## src/design/pfsf_pkg.sv

```systemverilog
// Shared types, constants and helper function of the printf-style formatter.
// Used by the controller, the datapath and the top level; depends on nothing.
`timescale 1ns / 1ps

package pfsf_pkg;

    localparam int COUNT_BITS_DEF = 16;
    localparam int PTR_BITS_DEF   = 64;
    localparam int DIG_DEPTH      = 16;
    localparam int DCNT_BITS      = 5;
    localparam int OUT_COUNT_BITS = 16;

    localparam logic [31:0] RECIP10 = 32'hCCCCCCCD;

    localparam logic [7:0] CH_NUL     = 8'h00;
    localparam logic [7:0] CH_PERCENT = 8'h25;
    localparam logic [7:0] CH_DASH    = 8'h2D;
    localparam logic [7:0] CH_ZERO    = 8'h30;
    localparam logic [7:0] CH_LOW_A   = 8'h61;
    localparam logic [7:0] CH_LOW_C   = 8'h63;
    localparam logic [7:0] CH_LOW_D   = 8'h64;
    localparam logic [7:0] CH_LOW_O   = 8'h6F;
    localparam logic [7:0] CH_LOW_P   = 8'h70;
    localparam logic [7:0] CH_LOW_U   = 8'h75;
    localparam logic [7:0] CH_LOW_X   = 8'h78;

    typedef enum logic [2:0] {
        LD_DEC_NEG = 3'd0,
        LD_DEC     = 3'd1,
        LD_OCT     = 3'd2,
        LD_HEX     = 3'd3,
        LD_PTR     = 3'd4
    } ld_kind_t;

    typedef enum logic [1:0] {
        RADIX_DEC = 2'd0,
        RADIX_OCT = 2'd1,
        RADIX_HEX = 2'd2
    } radix_t;

    typedef enum logic [2:0] {
        SEL_FMT   = 3'd0,
        SEL_ARG   = 3'd1,
        SEL_DASH  = 3'd2,
        SEL_ZERO  = 3'd3,
        SEL_X     = 3'd4,
        SEL_DIGIT = 3'd5,
        SEL_END   = 3'd6
    } emit_sel_t;

    typedef struct packed {
        logic      capture;
        logic      load;
        ld_kind_t  ld_kind;
        logic      mul_step;
        logic      conv_step;
        logic      emit;
        emit_sel_t emit_sel;
        logic      emit_last;
    } cmd_t;

    typedef struct packed {
        logic [7:0] fmt_char;
        logic       arg_neg;
        logic       out_free;
        logic       conv_last;
        logic       dig_last;
    } sts_t;

    function automatic logic [7:0] hex_ascii(input logic [3:0] dig);
        logic [7:0] res;
        if (dig < 4'd10)
        begin
            res = CH_ZERO + {4'd0, dig};
        end
        else
        begin
            res = CH_LOW_A + {4'd0, dig - 4'd10};
        end
        return res;
    endfunction

endpackage

```

## src/design/pfsf_dpath.sv

```systemverilog
// Datapath of the formatter: input capture, digit extraction, digit store,
// character counter and the output register. Depends on pfsf_pkg.
`timescale 1ns / 1ps

module pfsf_dpath #(
    parameter int COUNT_BITS = pfsf_pkg::COUNT_BITS_DEF,
    parameter int PTR_BITS   = pfsf_pkg::PTR_BITS_DEF
) (
    input  logic                clk,
    input  logic                rst_n,
    input  logic [71:0]         s_tdata,
    input  pfsf_pkg::cmd_t      cmd,
    output pfsf_pkg::sts_t      sts,
    input  logic                m_tready,
    output logic                m_tvalid,
    output logic [23:0]         m_tdata,
    output logic [1:0]          m_tuser,
    output logic                m_tlast
);
    import pfsf_pkg::*;

    localparam int WORK_BITS = (PTR_BITS > 32) ? PTR_BITS : 32;
    localparam logic [COUNT_BITS-1:0] COUNT_MAX = {COUNT_BITS{1'b1}};

    logic [7:0]              fmt_reg;
    logic [WORK_BITS-1:0]    arg_reg;
    logic [WORK_BITS-1:0]    work_reg;
    logic [WORK_BITS-1:0]    work_next;
    logic [63:0]             prod_reg;
    logic [63:0]             prod_next;
    logic [3:0]              digit_store [DIG_DEPTH];
    logic [DCNT_BITS-1:0]    dcnt_reg;
    logic [DCNT_BITS-1:0]    dcnt_m1;
    radix_t                  radix_reg;
    logic [COUNT_BITS-1:0]   counter_reg;
    logic [COUNT_BITS-1:0]   counter_next;

    logic                    out_valid_reg;
    logic [7:0]              out_char_reg;
    logic                    out_cv_reg;
    logic                    out_end_reg;
    logic [15:0]             out_count_reg;
    logic                    out_last_reg;

    logic [31:0]             low32;
    logic [28:0]             quot;
    logic [31:0]             quot32;
    logic [31:0]             rem32;
    logic [3:0]              new_dig;
    logic [WORK_BITS-1:0]    work_shift;
    logic [7:0]              emit_char;
    logic [31:0]             count_ext;

    assign low32     = arg_reg[31:0];
    assign quot      = prod_reg[63:35];
    assign quot32    = 32'(quot);
    assign rem32     = work_reg[31:0] - (quot32 << 3) - (quot32 << 1);
    assign prod_next = 64'(work_reg[31:0]) * 64'(RECIP10);
    assign dcnt_m1   = dcnt_reg - DCNT_BITS'(1);

    always_comb
    begin
        case (radix_reg)
            RADIX_DEC:
            begin
                new_dig    = rem32[3:0];
                work_shift = WORK_BITS'(quot);
            end
            RADIX_OCT:
            begin
                new_dig    = {1'b0, work_reg[2:0]};
                work_shift = work_reg >> 3;
            end
            default:
            begin
                new_dig    = work_reg[3:0];
                work_shift = work_reg >> 4;
            end
        endcase
    end

    always_comb
    begin
        case (cmd.ld_kind)
            LD_DEC_NEG: work_next = WORK_BITS'((~low32) + 32'd1);
            LD_PTR:     work_next = WORK_BITS'(arg_reg[PTR_BITS-1:0]);
            default:    work_next = WORK_BITS'(low32);
        endcase
    end

    always_comb
    begin
        case (cmd.emit_sel)
            SEL_FMT:   emit_char = fmt_reg;
            SEL_ARG:   emit_char = arg_reg[7:0];
            SEL_DASH:  emit_char = CH_DASH;
            SEL_ZERO:  emit_char = CH_ZERO;
            SEL_X:     emit_char = CH_LOW_X;
            default:   emit_char = CH_NUL;
        endcase
    end

    always_comb
    begin
        if (counter_reg != COUNT_MAX)
        begin
            counter_next = counter_reg + COUNT_BITS'(1);
        end
        else
        begin
            counter_next = counter_reg;
        end
    end

    assign count_ext = (cmd.emit_sel == SEL_END) ? 32'(counter_reg) : 32'(counter_next);

    always_ff @(posedge clk)
    begin
        if (cmd.capture)
        begin
            fmt_reg <= s_tdata[7:0];
            arg_reg <= s_tdata[WORK_BITS+7:8];
        end
        if (cmd.mul_step)
        begin
            prod_reg <= prod_next;
        end
        if (cmd.load)
        begin
            work_reg  <= work_next;
            radix_reg <= (cmd.ld_kind == LD_OCT) ? RADIX_OCT :
                         ((cmd.ld_kind == LD_HEX || cmd.ld_kind == LD_PTR) ? RADIX_HEX
                                                                           : RADIX_DEC);
        end
        else if (cmd.conv_step)
        begin
            work_reg <= work_shift;
        end
        if (cmd.conv_step)
        begin
            digit_store[dcnt_reg[3:0]] <= new_dig;
        end
        if (cmd.emit)
        begin
            out_char_reg  <= (cmd.emit_sel == SEL_DIGIT) ?
                             hex_ascii(digit_store[dcnt_m1[3:0]]) : emit_char;
            out_cv_reg    <= (cmd.emit_sel != SEL_END);
            out_end_reg   <= (cmd.emit_sel == SEL_END);
            out_count_reg <= count_ext[OUT_COUNT_BITS-1:0];
            out_last_reg  <= cmd.emit_last;
        end
    end

    always_ff @(posedge clk or negedge rst_n)
    begin
        if (!rst_n)
        begin
            dcnt_reg      <= '0;
            counter_reg   <= '0;
            out_valid_reg <= 1'b0;
        end
        else
        begin
            if (cmd.load)
            begin
                dcnt_reg <= '0;
            end
            else if (cmd.conv_step)
            begin
                dcnt_reg <= dcnt_reg + DCNT_BITS'(1);
            end
            else if (cmd.emit && cmd.emit_sel == SEL_DIGIT)
            begin
                dcnt_reg <= dcnt_m1;
            end

            if (cmd.emit)
            begin
                counter_reg <= (cmd.emit_sel == SEL_END) ? '0 : counter_next;
            end

            if (cmd.emit)
            begin
                out_valid_reg <= 1'b1;
            end
            else if (m_tready)
            begin
                out_valid_reg <= 1'b0;
            end
        end
    end

    assign sts.fmt_char  = fmt_reg;
    assign sts.arg_neg   = arg_reg[31];
    assign sts.out_free  = !out_valid_reg || m_tready;
    assign sts.conv_last = (work_shift == '0) || (dcnt_reg == DCNT_BITS'(DIG_DEPTH - 1));
    assign sts.dig_last  = (dcnt_reg == DCNT_BITS'(1));

    assign m_tvalid = out_valid_reg;
    assign m_tdata  = {out_count_reg, out_char_reg};
    assign m_tuser  = {out_end_reg, out_cv_reg};
    assign m_tlast  = out_last_reg;

endmodule

```

## src/design/pfsf_ctrl.sv

```systemverilog
// Controller of the formatter: decodes each format byte, keeps the pending
// percent flag and sequences the datapath. Depends on pfsf_pkg.
`timescale 1ns / 1ps

module pfsf_ctrl (
    input  logic           clk,
    input  logic           rst_n,
    input  logic           s_tvalid,
    output logic           s_tready,
    input  pfsf_pkg::sts_t sts,
    output pfsf_pkg::cmd_t cmd
);
    import pfsf_pkg::*;

    typedef enum logic [11:0] {
        ST_IDLE   = 12'b0000_0000_0001,
        ST_DECODE = 12'b0000_0000_0010,
        ST_ECHO   = 12'b0000_0000_0100,
        ST_CHAR   = 12'b0000_0000_1000,
        ST_END    = 12'b0000_0001_0000,
        ST_SIGN   = 12'b0000_0010_0000,
        ST_PFX0   = 12'b0000_0100_0000,
        ST_PFX1   = 12'b0000_1000_0000,
        ST_MUL    = 12'b0001_0000_0000,
        ST_DIV    = 12'b0010_0000_0000,
        ST_SHIFT  = 12'b0100_0000_0000,
        ST_EMIT   = 12'b1000_0000_0000
    } state_t;

    state_t state_reg;
    state_t state_next;
    logic   pending_reg;
    logic   pending_next;

    always_comb
    begin
        state_next   = state_reg;
        pending_next = pending_reg;
        cmd          = '0;
        cmd.ld_kind  = LD_DEC;
        cmd.emit_sel = SEL_FMT;
        s_tready     = 1'b0;
        case (state_reg)
            ST_IDLE:
            begin
                s_tready = 1'b1;
                if (s_tvalid)
                begin
                    cmd.capture = 1'b1;
                    state_next  = ST_DECODE;
                end
            end
            ST_DECODE:
            begin
                if (sts.fmt_char == CH_NUL)
                begin
                    pending_next = 1'b0;
                    state_next   = ST_END;
                end
                else if (!pending_reg)
                begin
                    if (sts.fmt_char == CH_PERCENT)
                    begin
                        pending_next = 1'b1;
                        state_next   = ST_IDLE;
                    end
                    else
                    begin
                        state_next = ST_ECHO;
                    end
                end
                else
                begin
                    pending_next = 1'b0;
                    case (sts.fmt_char)
                        CH_LOW_D:
                        begin
                            cmd.load    = 1'b1;
                            cmd.ld_kind = sts.arg_neg ? LD_DEC_NEG : LD_DEC;
                            state_next  = sts.arg_neg ? ST_SIGN : ST_MUL;
                        end
                        CH_LOW_U:
                        begin
                            cmd.load    = 1'b1;
                            cmd.ld_kind = LD_DEC;
                            state_next  = ST_MUL;
                        end
                        CH_LOW_O:
                        begin
                            cmd.load    = 1'b1;
                            cmd.ld_kind = LD_OCT;
                            state_next  = ST_SHIFT;
                        end
                        CH_LOW_X:
                        begin
                            cmd.load    = 1'b1;
                            cmd.ld_kind = LD_HEX;
                            state_next  = ST_SHIFT;
                        end
                        CH_LOW_P:
                        begin
                            cmd.load    = 1'b1;
                            cmd.ld_kind = LD_PTR;
                            state_next  = ST_PFX0;
                        end
                        CH_LOW_C:
                        begin
                            state_next = ST_CHAR;
                        end
                        default:
                        begin
                            state_next = ST_ECHO;
                        end
                    endcase
                end
            end
            ST_ECHO:
            begin
                if (sts.out_free)
                begin
                    cmd.emit      = 1'b1;
                    cmd.emit_sel  = SEL_FMT;
                    cmd.emit_last = 1'b1;
                    state_next    = ST_IDLE;
                end
            end
            ST_CHAR:
            begin
                if (sts.out_free)
                begin
                    cmd.emit      = 1'b1;
                    cmd.emit_sel  = SEL_ARG;
                    cmd.emit_last = 1'b1;
                    state_next    = ST_IDLE;
                end
            end
            ST_END:
            begin
                if (sts.out_free)
                begin
                    cmd.emit      = 1'b1;
                    cmd.emit_sel  = SEL_END;
                    cmd.emit_last = 1'b1;
                    state_next    = ST_IDLE;
                end
            end
            ST_SIGN:
            begin
                if (sts.out_free)
                begin
                    cmd.emit     = 1'b1;
                    cmd.emit_sel = SEL_DASH;
                    state_next   = ST_MUL;
                end
            end
            ST_PFX0:
            begin
                if (sts.out_free)
                begin
                    cmd.emit     = 1'b1;
                    cmd.emit_sel = SEL_ZERO;
                    state_next   = ST_PFX1;
                end
            end
            ST_PFX1:
            begin
                if (sts.out_free)
                begin
                    cmd.emit     = 1'b1;
                    cmd.emit_sel = SEL_X;
                    state_next   = ST_SHIFT;
                end
            end
            ST_MUL:
            begin
                cmd.mul_step = 1'b1;
                state_next   = ST_DIV;
            end
            ST_DIV:
            begin
                cmd.conv_step = 1'b1;
                state_next    = sts.conv_last ? ST_EMIT : ST_MUL;
            end
            ST_SHIFT:
            begin
                cmd.conv_step = 1'b1;
                if (sts.conv_last)
                begin
                    state_next = ST_EMIT;
                end
            end
            ST_EMIT:
            begin
                if (sts.out_free)
                begin
                    cmd.emit      = 1'b1;
                    cmd.emit_sel  = SEL_DIGIT;
                    cmd.emit_last = sts.dig_last;
                    if (sts.dig_last)
                    begin
                        state_next = ST_IDLE;
                    end
                end
            end
            default:
            begin
                state_next = ST_IDLE;
            end
        endcase
    end

    always_ff @(posedge clk or negedge rst_n)
    begin
        if (!rst_n)
        begin
            state_reg   <= ST_IDLE;
            pending_reg <= 1'b0;
        end
        else
        begin
            state_reg   <= state_next;
            pending_reg <= pending_next;
        end
    end

endmodule

```

## src/design/printf_format_stream_formatter.sv

```systemverilog
// Flow: a byte is captured in IDLE and decoded in DECODE; a plain, end, sign or prefix beat
// then goes from ECHO, END, SIGN or PFX0/PFX1 to the output register; a bare '%' only sets
// the pending flag. Hex and octal digits are extracted in SHIFT, decimal ones in alternating
// MUL and DIV steps, as each decimal digit needs a multiply and a correct step, and all leave
// from EMIT. A new byte is taken only in IDLE, after the previous byte is done.
// Reset: asynchronous, active low; clears the state machine, pending flag, count, digit index and output valid.
`timescale 1ns / 1ps

module printf_format_stream_formatter #(
    parameter int COUNT_BITS = pfsf_pkg::COUNT_BITS_DEF,
    parameter int PTR_BITS   = pfsf_pkg::PTR_BITS_DEF
) (
    input  logic        clk,
    input  logic        rst_n,
    input  logic        s_tvalid,
    output logic        s_tready,
    input  logic [71:0] s_tdata,   // fmt_char[7:0], arg_value[71:8]
    output logic        m_tvalid,
    input  logic        m_tready,
    output logic [23:0] m_tdata,   // out_char[7:0], total_count[23:8]
    output logic [1:0]  m_tuser,   // char_valid[0], end_of_format[1]
    output logic        m_tlast
);
    import pfsf_pkg::*;

    cmd_t cmd;
    sts_t sts;

    pfsf_ctrl u_ctrl (
        .clk      (clk),
        .rst_n    (rst_n),
        .s_tvalid (s_tvalid),
        .s_tready (s_tready),
        .sts      (sts),
        .cmd      (cmd)
    );

    pfsf_dpath #(
        .COUNT_BITS (COUNT_BITS),
        .PTR_BITS   (PTR_BITS)
    ) u_dpath (
        .clk      (clk),
        .rst_n    (rst_n),
        .s_tdata  (s_tdata),
        .cmd      (cmd),
        .sts      (sts),
        .m_tready (m_tready),
        .m_tvalid (m_tvalid),
        .m_tdata  (m_tdata),
        .m_tuser  (m_tuser),
        .m_tlast  (m_tlast)
    );

endmodule

```

## config.mk

```make
export PLATFORM = sky130hd
export DESIGN_NAME = printf_format_stream_formatter
export DESIGN_NICKNAME = d
export VERILOG_FILES = /design/src/design/pfsf_pkg.sv /design/src/design/pfsf_dpath.sv /design/src/design/pfsf_ctrl.sv /design/src/design/printf_format_stream_formatter.sv
export SDC_FILE = /design/constraint.sdc
export NUM_CORES = 2
export LEC_CHECK = 0
export BUFFER_PORTS_ARGS = -buffer_cell sky130_fd_sc_hd__buf_4
export CORE_MARGIN = 2
export CORE_UTILIZATION = 64
export DETAILED_ROUTE_END_ITERATION = 10
export GPL_TIMING_DRIVEN = 0
export MAX_ROUTING_LAYER = met4
export PLACE_DENSITY = 0.85
export SKIP_LAST_GASP = 1
export SLEW_MARGIN = 20
export SYNTH_ARGS = -nofsm -noshare
export SYNTH_HDL_FRONTEND = slang
export SYNTH_SLANG_ARGS = --single-unit
```

## constraint.sdc

```tcl
create_clock -name clk -period 12.2 [get_ports clk]
set_clock_uncertainty 0.05 [all_clocks]
set_input_delay 2.44 -clock clk [delete_from_list [all_inputs] [get_ports clk]]
set_output_delay 2.44 -clock clk [all_outputs]
set_load 0.005 [all_outputs]
```

==> reports/summary.txt <==
status = completed
unrepaired setup endpoints after global routing = false
CTS tree = built
mux contribution to synthesized area = 0.0260
cells after synthesis = 2790
Filler Cell Count = 3322
maximum root-to-sink buffer count = 3
clock period minus worst slack = 9.32 ns
largest family of logic cells by synthesized area = adder cells
Post-synth EDFFs = 258
Yosys reg bits = 293
Die Y-Extent = 222 um
I/O Buffers = 104
routability cong. = 1.03
DR iter-0 viols = 2098
xor and xnor area share after synthesis = 0.0388
Crit Path Max Fanout = 7
I/O Pins = 105
crit path DAT = 9.64 ns
HP Start = u_ctrl.pending_reg
final worst setup slack = 2.88 ns
final worst-path cycle share = 0.764
vias = 22088
leakage power = 0.0155 uW
Synth Area in Adders = 0.402
crit path from = u_dpath.work_reg[20]
vias in the first global route = 23726
Synth Cell Area = 30500 sq um
total number of clock tree sinks = 293
Pwr Density = 71.5 nW/um^2
share of layout cells above drive strength 1 = 0.0783
per-cell routed wire length = 23.9 um
Max-Cap Viols = 0
DRC viols = 0
Pins Over Slew Limit = 0
CTS root buffer = clkbuf_16
slew at the pin with the worst max-slew slack = 1.25 ns
core area = 46800 sq um
Post-Route WL = 85100 um
DPL Wire Length = 70400 um
Slew headroom = 0.143
Synth Flop Type = edfxtp_1
largest net degree at the start of global routing = 60
Total Routing Usage GR = 0.366
first-pass GRT wire length = 133000 um
ant diodes = 0
compound-cell area share of the yosys netlist = 0.0941
worst path required time = 12.53 ns
die width = 222 um
Mapped Avg Cell Area = 10.9 sq um
post-DR vias/cell = 6.21
final hold vios = 0
Initial Utilization = 0.651
Worst IR Drop VDD = 0.000194 V
CP endpoint kind = flop
final setup TNS = 0 ns
H-Tree Depth = 1
CP Class = flop to flop
synth unique cells = 81
clk_lat worst skew = 0.55 ns
Core Rows = 79
clock slew at reported path FFs = 0.07 ns
antenna viol nets, final = 0
setup violators final = 0
highest clock rate = 0.107 GHz
initial antenna violation count = 0
pre-CTS WS = 3.06 ns
post-CTS sizing = 0
Post-Synth Simple-Gate Area = 0.0766
Post-CTS Hold Buffers = 0
Post CTS Setup Buffer Count = 0
Syn Nets = 3612
ys async rst share = 0.119
min-delay worst type = flop to flop
die footprint = 49300 sq um
Seq/Total Area, Yosys = 0.283
Synth Warn # = 0
Area Growth Syn to Fin = 8.16%
DR pass1 iterations = 7
GRT overflow = 0
FF-to-FF Start = u_dpath.work_reg[20]
Layout Nets = 3750
Num CTS Buffers = 27
crit start category = flop
## worst max-delay path: stages, from the launching register on
cell and delay (ns):
edfxtp_1 0.66, ha_1 0.73, inv_1 0.18, fa_1 0.54, inv_1 0.05, fa_1 0.50
inv_1 0.05, fa_1 0.49, inv_1 0.06, fa_1 0.55, fa_1 0.44, fa_1 0.49
inv_1 0.05, fa_1 0.47, inv_1 0.04, ha_1 0.51, nand4_1 0.18, nor3_1 0.59
o2111ai_1 0.43, a41oi_1 0.60, o2111ai_1 0.24, o31ai_1 0.51, a21oi_1 0.25, o21ai_0 0.25
xor2_1 0.22
## metal layers
layer / vias to the layer above / share of wire / GRT usage
met3: 269 / 0.086 / 0.0590
met5: - / 0 / -
met4: 0 / 0.052 / 0.166
met2: 1185 / 0.49 / 0.606
li1: 9651 / - / -
met1: 10983 / 0.37 / 0.446
## area by class of cell
class / count / area [sq um] / share of cell area
clock buffers: 34 / 732 / 0.0222
multi-input cells: 1867 / 19400 / 0.590
well taps: 607 / 759 / 0.0231
inverters: 549 / 2060 / 0.0626
repair buffers: 109 / 851 / 0.0258
clock inverters: 16 / 118 / 0.00357
flip-flops and latches: 293 / 8620 / 0.262
plain buffers: 81 / 362 / 0.0110
## power breakdown
| group | switching [uW] | leakage [uW] | total (uW) | internal, uW |
|---|---|---|---|---|
| clock network | 373 | 0.000418 | 822 | 449 |
| registers | 71.5 | 0.00279 | 1260 | 1190 |
| logic | 167 | 0.0123 | 275 | 108 |
## through the flow
step | hold WS, ns | std cells | util | power, uW | cell area, sq um
after floorplan | 0.405 | 2790 | - | 1420 | 30500
final | 0.457 | 3556 | 0.704 | 2350 | 32900
after global placement | 0.425 | 3501 | 0.684 | 1530 | 32000
after CTS | 0.455 | 3556 | 0.704 | 2360 | 32900
after global routing | 0.482 | 3556 | 0.704 | 2430 | 32900
after detailed placement | 0.440 | 3506 | 0.686 | 1540 | 32100
## cells in the final DEF, fill, tap and decap left out, types with 14 or more instances in the layout
cell type / instances
o21ai_0: 89
ha_1: 360
nand2_1: 146
a21oi_1: 183
a21o_1: 50
clkbuf_1: 55
buf_2: 18
nand3_1: 37
mux4_2: 17
edfxtp_1: 258
dfrtp_1: 34
a221oi_1: 31
nand2b_1: 14
nand4_1: 17
buf_4: 114
clkbuf_16: 27
fa_1: 386
xor2_1: 75
inv_1: 549
nor2_1: 118
mux2i_1: 33
and3_1: 14
xnor2_1: 60
nor3_1: 26
and2_1: 27
## kinds of logic after synthesis
group / after synthesis
AND/OR/NAND/NOR: 472
AO/OA/AOI/OAI: 457
flip-flops: 293
multiplexers: 57
adder cells (fa/ha/maj): 746
XOR/XNOR: 135
buffers and inverters: 630
## final timing paths
check                      cells after the start  slack, ns                      end
max in group asynchronous                      1       9.91      u_ctrl.state_reg[0]
min in group asynchronous                      1       1.81  u_dpath.counter_reg[14]
hold / removal                                 1       0.46       u_ctrl.pending_reg
setup reg to reg                              24       2.88     u_dpath.prod_reg[61]
setup / recovery                              24       2.88     u_dpath.prod_reg[61]
hold reg to reg                                1       0.46       u_ctrl.pending_reg
## synth_stat cells, types with 50 or more instances
| master | count | area, sq um |
|---|---|---|
| edfxtp_1 | 258 | 7750 |
| fa_1 | 386 | 7730 |
| xnor2_1 | 60 | 526 |
| nor2_1 | 118 | 443 |
| a21oi_1 | 183 | 916 |
| xor2_1 | 75 | 657 |
| ha_1 | 360 | 4500 |
| nand2_1 | 146 | 548 |
| o21ai_0 | 92 | 460 |
| clkbuf_1 | 51 | 191 |
| inv_1 | 549 | 2060 |
| a21o_1 | 50 | 375 |
No activity file was read; power rests on OpenSTA's default activity.
